$ cat src/sv/ghh_pkg.sv
// Shared types and constants for the gyro heading-hold drive block.
`timescale 1ns / 1ps

package ghh_pkg;

    typedef enum logic [3:0] {
        S_IDLE,
        S_MUL,
        S_ACC,
        S_ERR,
        S_PROD,
        S_RECIP,
        S_CORR,
        S_OUT
    } ghh_state_t;

    typedef enum logic [1:0] {
        REG_TARGET_HEADING = 2'd0,
        REG_RATE_DEADBAND  = 2'd1,
        REG_GAIN_Q4        = 2'd2,
        REG_MAX_CORRECTION = 2'd3
    } ghh_reg_idx_t;

    // Step enables from the controller to the datapath
    typedef struct packed {
        logic capture;
        logic mul;
        logic acc;
        logic err;
        logic prod;
        logic recip;
        logic corr;
        logic load_out;
    } ghh_cmd_t;

    localparam int IN_BITS  = 41;
    localparam int OUT_BITS = 18;

    localparam logic signed [31:0] TARGET_RESET   = 32'sd0;
    localparam logic [14:0]        DEADBAND_RESET = 15'd50;
    localparam logic [11:0]        GAIN_RESET     = 12'd160;
    localparam logic [7:0]         MAXCORR_RESET  = 8'd30;

    // Scale 0.01 deg to 1e-8 deg
    localparam logic signed [20:0] TARGET_SCALE = 21'sd1000000;
    localparam logic signed [54:0] HEAD_LIM     = 55'sd4503599627370496;  // 2^52
    localparam logic signed [54:0] ERR_LIM      = 55'sd1099511627776;     // 2^40

    // error*gain / 1.6e9 == (error*gain >> 12) / 390625
    localparam logic [52:0] PROD_SAT     = 53'd409600000000;  // 256 * 1.6e9
    localparam logic [18:0] DIV_D        = 19'd390625;
    localparam logic [16:0] DIV_RECIP    = 17'd87960;         // floor(2^35 / 390625)

endpackage

$ cat src/sv/ghh_ctrl.sv
// Sequencing controller for the heading-hold drive: handshakes and step enables.
`timescale 1ns / 1ps

module ghh_ctrl
    import ghh_pkg::*;
(
    input  logic     clk,
    input  logic     rst_n,
    input  logic     s_axis_tvalid,
    output logic     s_axis_tready,
    output logic     m_axis_tvalid,
    input  logic     m_axis_tready,
    output ghh_cmd_t cmd
);

    ghh_state_t state_reg;
    ghh_state_t state_next;
    logic       out_valid_reg;
    logic       out_valid_next;
    logic       out_free;

    assign out_free = !out_valid_reg || m_axis_tready;

    always_ff @(posedge clk or negedge rst_n)
    begin
        if (!rst_n)
        begin
            state_reg     <= S_IDLE;
            out_valid_reg <= 1'b0;
        end
        else
        begin
            state_reg     <= state_next;
            out_valid_reg <= out_valid_next;
        end
    end

    always_comb
    begin
        state_next = state_reg;
        case (state_reg)
            S_IDLE:
            begin
                if (s_axis_tvalid)
                    state_next = S_MUL;
            end
            S_MUL:   state_next = S_ACC;
            S_ACC:   state_next = S_ERR;
            S_ERR:   state_next = S_PROD;
            S_PROD:  state_next = S_RECIP;
            S_RECIP: state_next = S_CORR;
            S_CORR:  state_next = S_OUT;
            S_OUT:
            begin
                if (out_free)
                    state_next = S_IDLE;
            end
            default: state_next = S_IDLE;
        endcase
    end

    always_comb
    begin
        cmd            = '0;
        s_axis_tready  = 1'b0;
        out_valid_next = out_valid_reg && !m_axis_tready;
        case (state_reg)
            S_IDLE:
            begin
                s_axis_tready = 1'b1;
                cmd.capture   = s_axis_tvalid;
            end
            S_MUL:   cmd.mul   = 1'b1;
            S_ACC:   cmd.acc   = 1'b1;
            S_ERR:   cmd.err   = 1'b1;
            S_PROD:  cmd.prod  = 1'b1;
            S_RECIP: cmd.recip = 1'b1;
            S_CORR:  cmd.corr  = 1'b1;
            S_OUT:
            begin
                cmd.load_out = out_free;
                if (out_free)
                    out_valid_next = 1'b1;
            end
            default: cmd = '0;
        endcase
    end

    assign m_axis_tvalid = out_valid_reg;

`ifndef SYNTHESIS
    a_accept_starts: assert property (@(posedge clk) disable iff (!rst_n)
        s_axis_tvalid && s_axis_tready |=> state_reg == S_MUL)
        else $error("accepted beat did not start the sequence");

    a_one_step: assert property (@(posedge clk) disable iff (!rst_n)
        $onehot0(cmd))
        else $error("more than one datapath step enabled");

    a_load_shows: assert property (@(posedge clk) disable iff (!rst_n)
        cmd.load_out |=> m_axis_tvalid)
        else $error("loaded result not presented");

    a_no_overwrite: assert property (@(posedge clk) disable iff (!rst_n)
        cmd.load_out |-> !m_axis_tvalid || m_axis_tready)
        else $error("result register overwritten while held");
`endif

endmodule

$ cat config.mk
export PLATFORM = sky130hd
export DESIGN_NAME = ghh_ctrl
export DESIGN_NICKNAME = d
export VERILOG_FILES = /design/src/sv/ghh_pkg.sv /design/src/sv/ghh_ctrl.sv
export SDC_FILE = /design/constraint.sdc
export NUM_CORES = 1
export LEC_CHECK = 0
export CAP_MARGIN = 40
export CORE_AREA = 3 3 40 42
export DETAILED_ROUTE_END_ITERATION = 10
export DIE_AREA = 0 0 43 45
export DONT_BUFFER_PORTS = 1
export PLACE_DENSITY = 0.47
export SLEW_MARGIN = 20
export SYNTH_ARGS = -nofsm -noshare
export SYNTH_HDL_FRONTEND = slang
export SYNTH_SLANG_ARGS = --single-unit
$ cat constraint.sdc
create_clock -name clk -period 1.4 [get_ports clk]
set_clock_uncertainty 0.05 [all_clocks]
set_input_delay 0.21 -clock clk [delete_from_list [all_inputs] [get_ports clk]]
set_output_delay 0.21 -clock clk [all_outputs]
set_load 0.02 [all_outputs]
==> results.ini <==
[global_routing]
grt_pass1_wl_mm = 1.33
grt_max_degree = 10
grt_pass1_vias = 315
grt-ovfl-total = 0
grt_usage_pct = 10.1
antenna_found_initial = 0

[power_and_ir_drop]
p_per_area_mw_per_mm2 = 2600
ir_drop_mv = 0.745
leakagePower_nw = 0.270

[critical_path]
crit_slowest_cell = dfrtp_1
crit_path_end_kind = primary output
cp-start-kind = flip-flop
cp.arrival_ns = 1.21
path_max_fanout = 4
worst-setup-path-type = flip-flop to primary output
worstPathRequired_ns = 1.14
crit_chain = inv_2 -> buf_6 -> ha_4 -> and2b_2
max_stage_delay_ns = 0.38

[synthesis]
ys_warn_count = 0
ys_seq_area_share_pct = 29.6
syn_inst = 32
synth_seq_cells = 4
netlist_area_um2 = 338
syn_area_per_cell_um2 = 10.6
synth.distinct_cells = 18
synth_nets = 40

[final_layout]
largest_reg_flops = 3
fin_nets = 60
area_growth_pct = 68.9
drive_above_1_share_pct = 78.0
final_cells = 65
nFillCells = 121
diodes = 0

[cts]
insertion_delay_ns = 0.23
clk_pin_slew_worst_paths_ns = 0.04
numCtsBuffers = 3
cts_tree = yes
clk_path_buf_depth = 2
cts_sinks = 4
cts-root-buf = clkbuf_4
ctsHtreeMaxLevel = 1

[flow_run]
maxCapViolations = 0

[placed_design]
place_inst = 55
pre_cts_ws_ns = -0.0443
gp_congestion = 0.690
port-buffer-count = 0

[die]
dieArea_mm2 = 0.00194
initial_core_util_pct = 26.3
rows = 13
io_pins = 14
die_x_um = 43
die_h_um = 45
core_mm2 = 0.00128

[sta]
hold_viol = 0
setup_violations = 12
worst_slew_pin_slew_ns = 0.293
post-route-min-period_ns = 1.47
fin_crit_sh_pct = 105
rsz0062_at_grt = true
relSlewSlack_pct = 80.4
fmax_mhz = 680
slew_viol_final = 0
hold_slack_ns = 0.199
final.setup.worst_slack_ns = -0.0711

[drt]
detail_route.first_pass.iterations = 2
num_vias = 290
drcViolationCount = 0
drt_iter0_drc = 3
wl_per_cell_um = 11.4
drtAntennaViolNets = 0
wl_um = 738
vias_per_cell = 4.46

[status]
violations = negative setup slack
outcome = finished with violations

[min_path]
hp-class = primary input to async pin

-- Yosys cell counts --
library cell / instances / area, um^2
and2_1: 1 / 6.26
inv_1: 3 / 11.3
mux2i_1: 1 / 10.0
nand2b_4: 1 / 13.8
o21ai_0: 1 / 5.00
and2_2: 3 / 22.5
mux2_4: 1 / 15.0
a22o_1: 1 / 8.76
o22ai_4: 1 / 20.0
nand2_2: 1 / 6.26
ha_1: 4 / 50.1
buf_6: 1 / 11.3
nand2_1: 1 / 3.75
nor3_1: 1 / 5.00
and2b_2: 4 / 35.0
nand2b_1: 1 / 6.26
nor2_1: 2 / 7.51
dfrtp_1: 4 / 100
-- critical path: cells and delay by family, from the launching register on --
kind / cells / cell delay [ns]
and+or+nand+nor: 1 / 0.24
adders and majority gates: 1 / 0.16
buffers and inverters: 2 / 0.20
DFF: 1 / 0.38
-- cell usage in the layout (no fill, tap or decap), drive strengths merged --
| cell | count |
|---|---|
| clkbuf | 3 |
| mux2 | 1 |
| nand2b | 2 |
| inv | 3 |
| dlygate4sd3 | 1 |
| o22ai | 1 |
| ha | 4 |
| nand2 | 2 |
| and2b | 4 |
| and2 | 4 |
| nor3 | 1 |
| o21ai | 1 |
| nor2 | 2 |
| a22o | 1 |
| dfrtp | 4 |
| buf | 15 |
| mux2i | 1 |
-- what timing repair did --
item	in CTS	in global routing
hold endpoints to repair	4	0
pin swaps	4	3
resized for setup	15	6
endpoints found under the setup margin	12	12
buffers inserted	8	0
hold buffers	1	0
-- metrics by stage --
stage          setup TNS, ns  cell area (um^2)  power, mW  utilization, %
2_1_floorplan              0               342      0.781               -
3_3_place_gp         -0.0889               417       1.00            32.4
3_5_place_dp         -0.0885               417       1.02            32.4
4_1_cts               -0.505               551       1.43            42.8
5_1_grt                -1.26               571       1.61            44.4
6_report              -0.406               571       1.48            44.4
-- path summary, 6_finish.rpt --
| path | startpoint | slack (ns) | endpoint | cells past startpoint |
|---|---|---|---|---|
| max | state_reg[0]$_DFFE_PN0P_ | -0.07 | cmd[5] | 4 |
| min | rst_n | 0.20 | m_axis_tvalid$_DFF_PN0_ | 1 |
| max reg2reg | state_reg[1]$_DFFE_PN0P_ | -0.04 | state_reg[1]$_DFFE_PN0P_ | 5 |
| min reg2reg | m_axis_tvalid$_DFF_PN0_ | 0.55 | m_axis_tvalid$_DFF_PN0_ | 2 |
| max in group asynchronous | rst_n | 0.94 | state_reg[1]$_DFFE_PN0P_ | 1 |
| min in group clk | s_axis_tvalid | 0.23 | state_reg[2]$_DFFE_PN0P_ | 2 |
-- per-layer routing --
layer	vias to the layer above	global-route usage (%)	routed length, um
met2	10	17.1	417
met1	138	8.23	264
li1	140	-	-
met5	-	0	0
met3	2	5.58	43
met4	0	9.64	12
-- logic make-up (layout without fill, tap and decap cells) --
group / count (synthesis) / after routing / share of synthesized area [%]
compound gates: 3 / 3 / 10.0
fa+ha+maj: 4 / 4 / 14.8
buf+inv: 4 / 22 / 6.67
flops: 4 / 4 / 29.6
mux: 2 / 2 / 7.41
simple gates: 15 / 15 / 31.5
-- where the power goes --
group / switching [mW] / internal, mW
Combinational: 0.506 / 0.593
Sequential: 0.0712 / 0.175
Clock: 0.0417 / 0.0955
-- cell type report --
cell class                 instances  area (um^2)  share of cell area (%)
clock buffer                       3         22.5                    3.95
inverter                           3         11.3                    1.97
multi-input combinational         24          273                    47.8
sequential                         4          100                    17.5
tap                               15         18.8                    3.29
timing repair buffer              16          145                    25.4
No activity file was read; power rests on OpenSTA's default activity.
