--- src/sv/ghh_pkg.sv ---
// Shared types and constants for the gyro heading-hold drive block.
`timescale 1ns / 1ps

package ghh_pkg;

    typedef enum logic [3:0] {
        S_IDLE,
        S_MUL,
        S_ACC,
        S_ERR,
        S_PROD,
        S_RECIP,
        S_CORR,
        S_OUT
    } ghh_state_t;

    typedef enum logic [1:0] {
        REG_TARGET_HEADING = 2'd0,
        REG_RATE_DEADBAND  = 2'd1,
        REG_GAIN_Q4        = 2'd2,
        REG_MAX_CORRECTION = 2'd3
    } ghh_reg_idx_t;

    // Step enables from the controller to the datapath
    typedef struct packed {
        logic capture;
        logic mul;
        logic acc;
        logic err;
        logic prod;
        logic recip;
        logic corr;
        logic load_out;
    } ghh_cmd_t;

    localparam int IN_BITS  = 41;
    localparam int OUT_BITS = 18;

    localparam logic signed [31:0] TARGET_RESET   = 32'sd0;
    localparam logic [14:0]        DEADBAND_RESET = 15'd50;
    localparam logic [11:0]        GAIN_RESET     = 12'd160;
    localparam logic [7:0]         MAXCORR_RESET  = 8'd30;

    // Scale 0.01 deg to 1e-8 deg
    localparam logic signed [20:0] TARGET_SCALE = 21'sd1000000;
    localparam logic signed [54:0] HEAD_LIM     = 55'sd4503599627370496;  // 2^52
    localparam logic signed [54:0] ERR_LIM      = 55'sd1099511627776;     // 2^40

    // error*gain / 1.6e9 == (error*gain >> 12) / 390625
    localparam logic [52:0] PROD_SAT     = 53'd409600000000;  // 256 * 1.6e9
    localparam logic [18:0] DIV_D        = 19'd390625;
    localparam logic [16:0] DIV_RECIP    = 17'd87960;         // floor(2^35 / 390625)

endpackage

--- src/sv/ghh_datapath.sv ---
// Datapath: config registers, heading accumulator, correction and wheel mapping.
`timescale 1ns / 1ps

module ghh_datapath
    import ghh_pkg::*;
#(
    parameter int PWM_MAX = 255
)
(
    input  logic                clk,
    input  logic                rst_n,
    input  ghh_cmd_t            cmd,
    input  logic [IN_BITS-1:0]  in_data,
    input  logic                cfg_we,
    input  logic [1:0]          cfg_index,
    input  logic [31:0]         cfg_data,
    output logic [OUT_BITS-1:0] out_data
);

    localparam int DutyCapInt = (PWM_MAX < 255) ? PWM_MAX : 255;
    localparam logic [9:0] DUTY_CAP = 10'(DutyCapInt);

    // configuration
    logic signed [31:0] target_reg;
    logic [14:0]        deadband_reg;
    logic [11:0]        gain_reg;
    logic [7:0]         maxcorr_reg;

    // state
    logic signed [63:0] accum_reg;
    logic signed [63:0] accum_next;

    // per-item working registers
    logic signed [15:0] rate_reg;
    logic [15:0]        us_reg;
    logic signed [8:0]  base_reg;
    logic signed [32:0] delta_reg;
    logic               apply_reg;
    logic signed [52:0] tgt_reg;
    logic [40:0]        emag_reg;
    logic               eneg_reg;
    logic [52:0]        prod_reg;
    logic [26:0]        quot_x_reg;
    logic [7:0]         q0_reg;
    logic               qsat_reg;
    logic [7:0]         cmag_reg;
    logic [OUT_BITS-1:0] out_reg;

    // next values
    logic signed [32:0] delta_next;
    logic signed [52:0] tgt_next;
    logic [16:0]        arate;
    logic               apply_next;
    logic signed [64:0] diff;
    logic signed [54:0] h_clamp;
    logic signed [54:0] err_full;
    logic signed [54:0] err_clamp;
    logic [40:0]        emag_next;
    logic [52:0]        prod_next;
    logic [43:0]        recip_prod;
    logic [26:0]        qd;
    logic [26:0]        rem;
    logic [8:0]         qfix;
    logic [7:0]         qsel;
    logic [7:0]         cmag_next;
    logic signed [9:0]  corr;
    logic signed [10:0] right_cmd;
    logic signed [10:0] left_cmd;
    logic [9:0]         right_mag;
    logic [9:0]         left_mag;
    logic [7:0]         right_duty;
    logic [7:0]         left_duty;

    always_ff @(posedge clk or negedge rst_n)
    begin
        if (!rst_n)
        begin
            target_reg   <= TARGET_RESET;
            deadband_reg <= DEADBAND_RESET;
            gain_reg     <= GAIN_RESET;
            maxcorr_reg  <= MAXCORR_RESET;
        end
        else if (cfg_we)
        begin
            case (cfg_index)
                REG_TARGET_HEADING: target_reg   <= $signed(cfg_data);
                REG_RATE_DEADBAND:  deadband_reg <= cfg_data[14:0];
                REG_GAIN_Q4:        gain_reg     <= cfg_data[11:0];
                REG_MAX_CORRECTION: maxcorr_reg  <= cfg_data[7:0];
                default:            target_reg   <= target_reg;
            endcase
        end
    end

    // step 1: rate*time and the scaled target
    assign arate      = rate_reg[15] ? 17'(-{rate_reg[15], rate_reg}) : {1'b0, rate_reg};
    assign apply_next = arate > {2'b00, deadband_reg};
    assign delta_next = rate_reg * $signed({1'b0, us_reg});
    assign tgt_next   = target_reg * TARGET_SCALE;

    // step 2: saturating accumulate
    assign diff = {accum_reg[63], accum_reg} - 65'(delta_reg);
    always_comb
    begin
        accum_next = accum_reg;
        if (apply_reg)
        begin
            if (diff[64] != diff[63])
                accum_next = diff[64] ? {1'b1, 63'd0} : {1'b0, {63{1'b1}}};
            else
                accum_next = diff[63:0];
        end
    end

    always_ff @(posedge clk or negedge rst_n)
    begin
        if (!rst_n)
            accum_reg <= '0;
        else if (cmd.acc)
            accum_reg <= accum_next;
    end

    // step 3: heading error, clamped
    always_comb
    begin
        if (accum_reg > 64'(HEAD_LIM))
            h_clamp = HEAD_LIM;
        else if (accum_reg < -64'(HEAD_LIM))
            h_clamp = -HEAD_LIM;
        else
            h_clamp = accum_reg[54:0];
        err_full = 55'(tgt_reg) - h_clamp;
        if (err_full > ERR_LIM)
            err_clamp = ERR_LIM;
        else if (err_full < -ERR_LIM)
            err_clamp = -ERR_LIM;
        else
            err_clamp = err_full;
        emag_next = err_clamp[54] ? 41'(-err_clamp) : err_clamp[40:0];
    end

    // step 4/5/6: gain, reciprocal quotient, correction
    assign prod_next  = emag_reg * gain_reg;
    assign recip_prod = prod_reg[38:12] * DIV_RECIP;
    assign qd         = q0_reg * DIV_D;
    assign rem        = quot_x_reg - qd;

    always_comb
    begin
        qfix = {1'b0, q0_reg} + 9'(rem >= 27'(DIV_D));
        qsel = (qsat_reg || qfix[8]) ? 8'hFF : qfix[7:0];
        cmag_next = (qsel > maxcorr_reg) ? maxcorr_reg : qsel;
    end

    // step 7: wheel commands
    assign corr      = eneg_reg ? -$signed({2'b00, cmag_reg}) : $signed({2'b00, cmag_reg});
    assign right_cmd = 11'(base_reg) - 11'(corr);
    assign left_cmd  = -(11'(base_reg) + 11'(corr));
    assign right_mag = right_cmd[10] ? 10'(-right_cmd) : right_cmd[9:0];
    assign left_mag  = left_cmd[10] ? 10'(-left_cmd) : left_cmd[9:0];
    assign right_duty = 8'((right_mag > DUTY_CAP) ? DUTY_CAP : right_mag);
    assign left_duty  = 8'((left_mag > DUTY_CAP) ? DUTY_CAP : left_mag);

    always_ff @(posedge clk)
    begin
        if (cmd.capture)
        begin
            rate_reg <= $signed(in_data[15:0]);
            us_reg   <= in_data[31:16];
            base_reg <= $signed(in_data[40:32]);
        end
        if (cmd.mul)
        begin
            delta_reg <= delta_next;
            apply_reg <= apply_next;
            tgt_reg   <= tgt_next;
        end
        if (cmd.err)
        begin
            emag_reg <= emag_next;
            eneg_reg <= err_clamp[54];
        end
        if (cmd.prod)
            prod_reg <= prod_next;
        if (cmd.recip)
        begin
            qsat_reg   <= prod_reg >= PROD_SAT;
            quot_x_reg <= prod_reg[38:12];
            q0_reg     <= recip_prod[42:35];
        end
        if (cmd.corr)
            cmag_reg <= cmag_next;
        if (cmd.load_out)
            out_reg <= {left_duty, !left_cmd[10] && (left_cmd != '0),
                        right_duty, !right_cmd[10] && (right_cmd != '0)};
    end

    assign out_data = out_reg;

endmodule

--- config.mk ---
export PLATFORM = sky130hd
export DESIGN_NAME = ghh_datapath
export DESIGN_NICKNAME = d
export VERILOG_FILES = /design/src/sv/ghh_pkg.sv /design/src/sv/ghh_datapath.sv
export SDC_FILE = /design/constraint.sdc
export NUM_CORES = 2
export LEC_CHECK = 0
export BUFFER_PORTS_ARGS = -buffer_cell sky130_fd_sc_hd__clkbuf_2
export CORE_AREA = 2 2 385 387
export CTS_BUF_LIST = sky130_fd_sc_hd__clkbuf_8
export DETAILED_ROUTE_END_ITERATION = 10
export DIE_AREA = 0 0 387 389
export GPL_TIMING_DRIVEN = 0
export MAX_ROUTING_LAYER = met4
export PLACE_DENSITY = 0.65
export SETUP_SLACK_MARGIN = 0.4
export SLEW_MARGIN = 20
export SYNTH_ARGS = -nofsm -noshare
export SYNTH_HDL_FRONTEND = slang
export SYNTH_SLANG_ARGS = --single-unit
--- constraint.sdc ---
create_clock -name clk -period 14.5 [get_ports clk]
set_input_delay 0.725 -clock clk [delete_from_list [all_inputs] [get_ports clk]]
set_output_delay 0.725 -clock clk [all_outputs]
set_load 0.05 [all_outputs]
==> impl_metrics.tcl <==
set metrics [dict create \
    grt_usage_pct 23.5 \
    ys_ff_latch 410 \
    cp_max_fo 10 \
    reg2regPathDepth 37 \
    finClkSkew_ns 0.0348 \
    synth_flop_cell "edfxtp_1" \
    drc_errors 0 \
    critPathLaunch "accum_reg[12]" \
    final_cell_mix "inv_1 (1295), fa_1 (955), ha_1 (864)" \
    io_pins 104 \
    yosys_warnings 0 \
    postSynth.asyncResetShare_pct 32.0 \
    synth.avg_cell_area_sq_um 9.70 \
    ys_seq_area_share_pct 17.8 \
    run_status "finished clean" \
    nNetsFinal 8853 \
    finalMaxSlewViolations 0 \
    maxClockFrequency_mhz 84.1 \
    period_share_pct 82.0 \
    post_cts_buffers 0 \
    period_minus_slack_ns 11.90 \
    cp-endpoint "emag_reg[38]" \
    fin_ws_ns 2.60 \
    synth_area_sq_um 65500 \
    detailed_place_hpwl_microns 140000 \
    die_w_microns 387 \
    critical_path.top_delay_family "simple AND/OR/NAND/NOR gates" \
    synth_top_cell_by_area "fa_1" \
    clock_latency_ns 0.79 \
    synthCells 6754 \
    min_path_type "in2reg" \
    finalSetupViolCount 0 \
    cts_hold_buf 1 \
    area_growth_pct 7.21 \
    cts.repair.resized 0 \
    start_kind "flip-flop" \
    hold_viol_final 0 \
    layout_commonest_cell "inv_1" \
    drive_above_1_share_pct 5.76 \
    yosys.area_share.simple_pct 12.7 \
    core_sq_um 147000 \
    htreeDepth 3 \
    critPathRequiredTime_ns 15.00 \
    io_buffers 103 \
    timing.rr.start "accum_reg[12]" \
    max_stage_delay_ns 0.67 \
    dr.pass1.iters 6 \
    clk_pin_slew_ns 0.07 \
    utilization_pct 47.9 \
    initial_utilization_pct 44.7 \
    vias 47900 \
    synth_top_family_by_area "adder cells" \
    synth_area_leaders "fa_1 (29%), ha_1 (17%), edfxtp_1 (13%), inv_1 (7.3%), dfrtp_1 (4.7%)" \
    largest_reg_flops 64 \
    grt_antenna_before_repair 8 \
    place_ws_ns 2.87 \
    nFillCells 13800 \
    grt-ovfl-total 0 \
    avgViaCountPerCell 5.35 \
    die_height_microns 389 \
    crit_buf_inv 5 \
    grt_max_degree 70 \
    slew_headroom_pct 27.4 \
    synth_edf_count 279 \
    rows 141 \
    r2r_slack_ns 2.60 \
    tritoncts "built" \
    worstSetupPathType "reg2reg" \
    synth_top_area_share_pct 29.2 \
    slowest_stage "nor4_1" \
    wl_microns 168000 \
    synth_cell_types 110 \
    finalSetupTns_ns 0 \
    synth.mux.area_fraction_pct 1.29 \
    grt_pass1_wl_microns 272000 \
    synth-compound-area-share_pct 9.57 \
    die_area_sq_um 151000 \
    cts-root-buf "clkbuf_8" \
    synth_fa_ha_area_share_pct 45.7 \
    crit_cells 37 \
    numCtsBuffers 83 \
    final_antenna_net_count 0 \
    clk_path_buf_depth 3 \
    worstMarginPinSlew_ns 1.08 \
    rsz0062_at_grt "false" \
    cp-end-kind "flip-flop" \
    drt-initial-drc-count 2894 \
    cp_data_arrival_time_ns 12.40 \
    wire_per_inst_microns 18.8 \
    syn_nets 8659 \
    gp_congestion 0.954 \
    cts.sinks 410 \
    finalHoldWorstSlack_ns 0.120 \
    timing.max_cap.violations 0 \
    r2r_end "emag_reg[38]" \
    grt_pass1_vias 50500 \
    synthXorXnorAreaFrac_pct 4.25 \
]
==> worst register-to-register path, delay by kind of cell, from the launching register on <==
family,cells,cell delay (ns)
DFF,1,0.46
adders and majority gates,2,0.73
muxes,1,0.39
and+or+nand+nor,20,5.33
buffers and inverters,5,1.97
AOI/OAI and AO/OA,8,2.26
xor gates and xnor gates,1,0.49
==> layer usage <==
layer,part of all wire (%),GRT usage [%]
met5,0,-
met4,3.8,8.33
met3,5.2,2.88
met2,48,39.4
met1,43,29.4
==> kinds of logic after synthesis <==
logic type / count (synthesis)
xor+xnor: 317
fa+ha+maj: 1822
flops: 410
mux: 76
compound gates: 921
simple gates: 1727
buf+inv: 1481
==> how the worst min path moves through the flow <==
stage	from	end	slack, ns	cells past startpoint
2_1_floorplan	rst_n	accum_reg[0]	0.43	0
3_3_place_gp	deadband_reg[14]	deadband_reg[14]	0.49	1
3_5_place_dp	deadband_reg[10]	deadband_reg[10]	0.49	1
4_1_cts	cfg_data[30]	target_reg[30]	0.03	3
5_1_grt	in_data[16]	us_reg[0]	0.08	1
6_report	in_data[20]	us_reg[4]	0.12	1
==> stage by stage <==
stage          std cells  area (sq um)
2_1_floorplan       6754         65500
3_3_place_gp        8787         68400
3_5_place_dp        8792         68600
4_1_cts             8946         70200
5_1_grt             8950         70200
6_report            8952         70200
==> final cells by class <==
cell class	count	area, sq um	share of cell area [%]
Clock inverter	65	424	0.604
Timing Repair Buffer	109	637	0.907
Antenna cell	6	15.0	0.0214
Tap cell	1930	2410	3.44
Buffer	213	921	1.31
Multi-Input combinational cell	4863	48200	68.6
Clock buffer	88	1210	1.72
Inverter	1268	4760	6.78
Sequential cell	410	11700	16.6
==> Yosys cell counts, drive strengths merged, types with 13 or more instances <==
| cell | count |
|---|---|
| inv | 1268 |
| fa | 955 |
| ha | 864 |
| nand2 | 721 |
| nor2 | 288 |
| edfxtp | 279 |
| and2 | 259 |
| a21oi | 245 |
| xnor2 | 216 |
| clkbuf | 176 |
| a21o | 147 |
| o21ai | 124 |
| dfrtp | 122 |
| xor2 | 101 |
| a211oi | 77 |
| nand3 | 77 |
| mux2 | 68 |
| nor3 | 68 |
| nand2b | 49 |
| o21bai | 45 |
| a31oi | 44 |
| nand4 | 43 |
| nor2b | 43 |
| and3 | 41 |
| buf | 37 |
| o21a | 37 |
| nor4 | 34 |
| or3 | 30 |
| o211ai | 24 |
| and4 | 20 |
| o31ai | 20 |
| a21boi | 17 |
| a41oi | 13 |
| or2 | 13 |
Power is left out: the tool's default activity adds up to more than one toggle a clock period on the data nets, which glitch-free logic cannot reach.
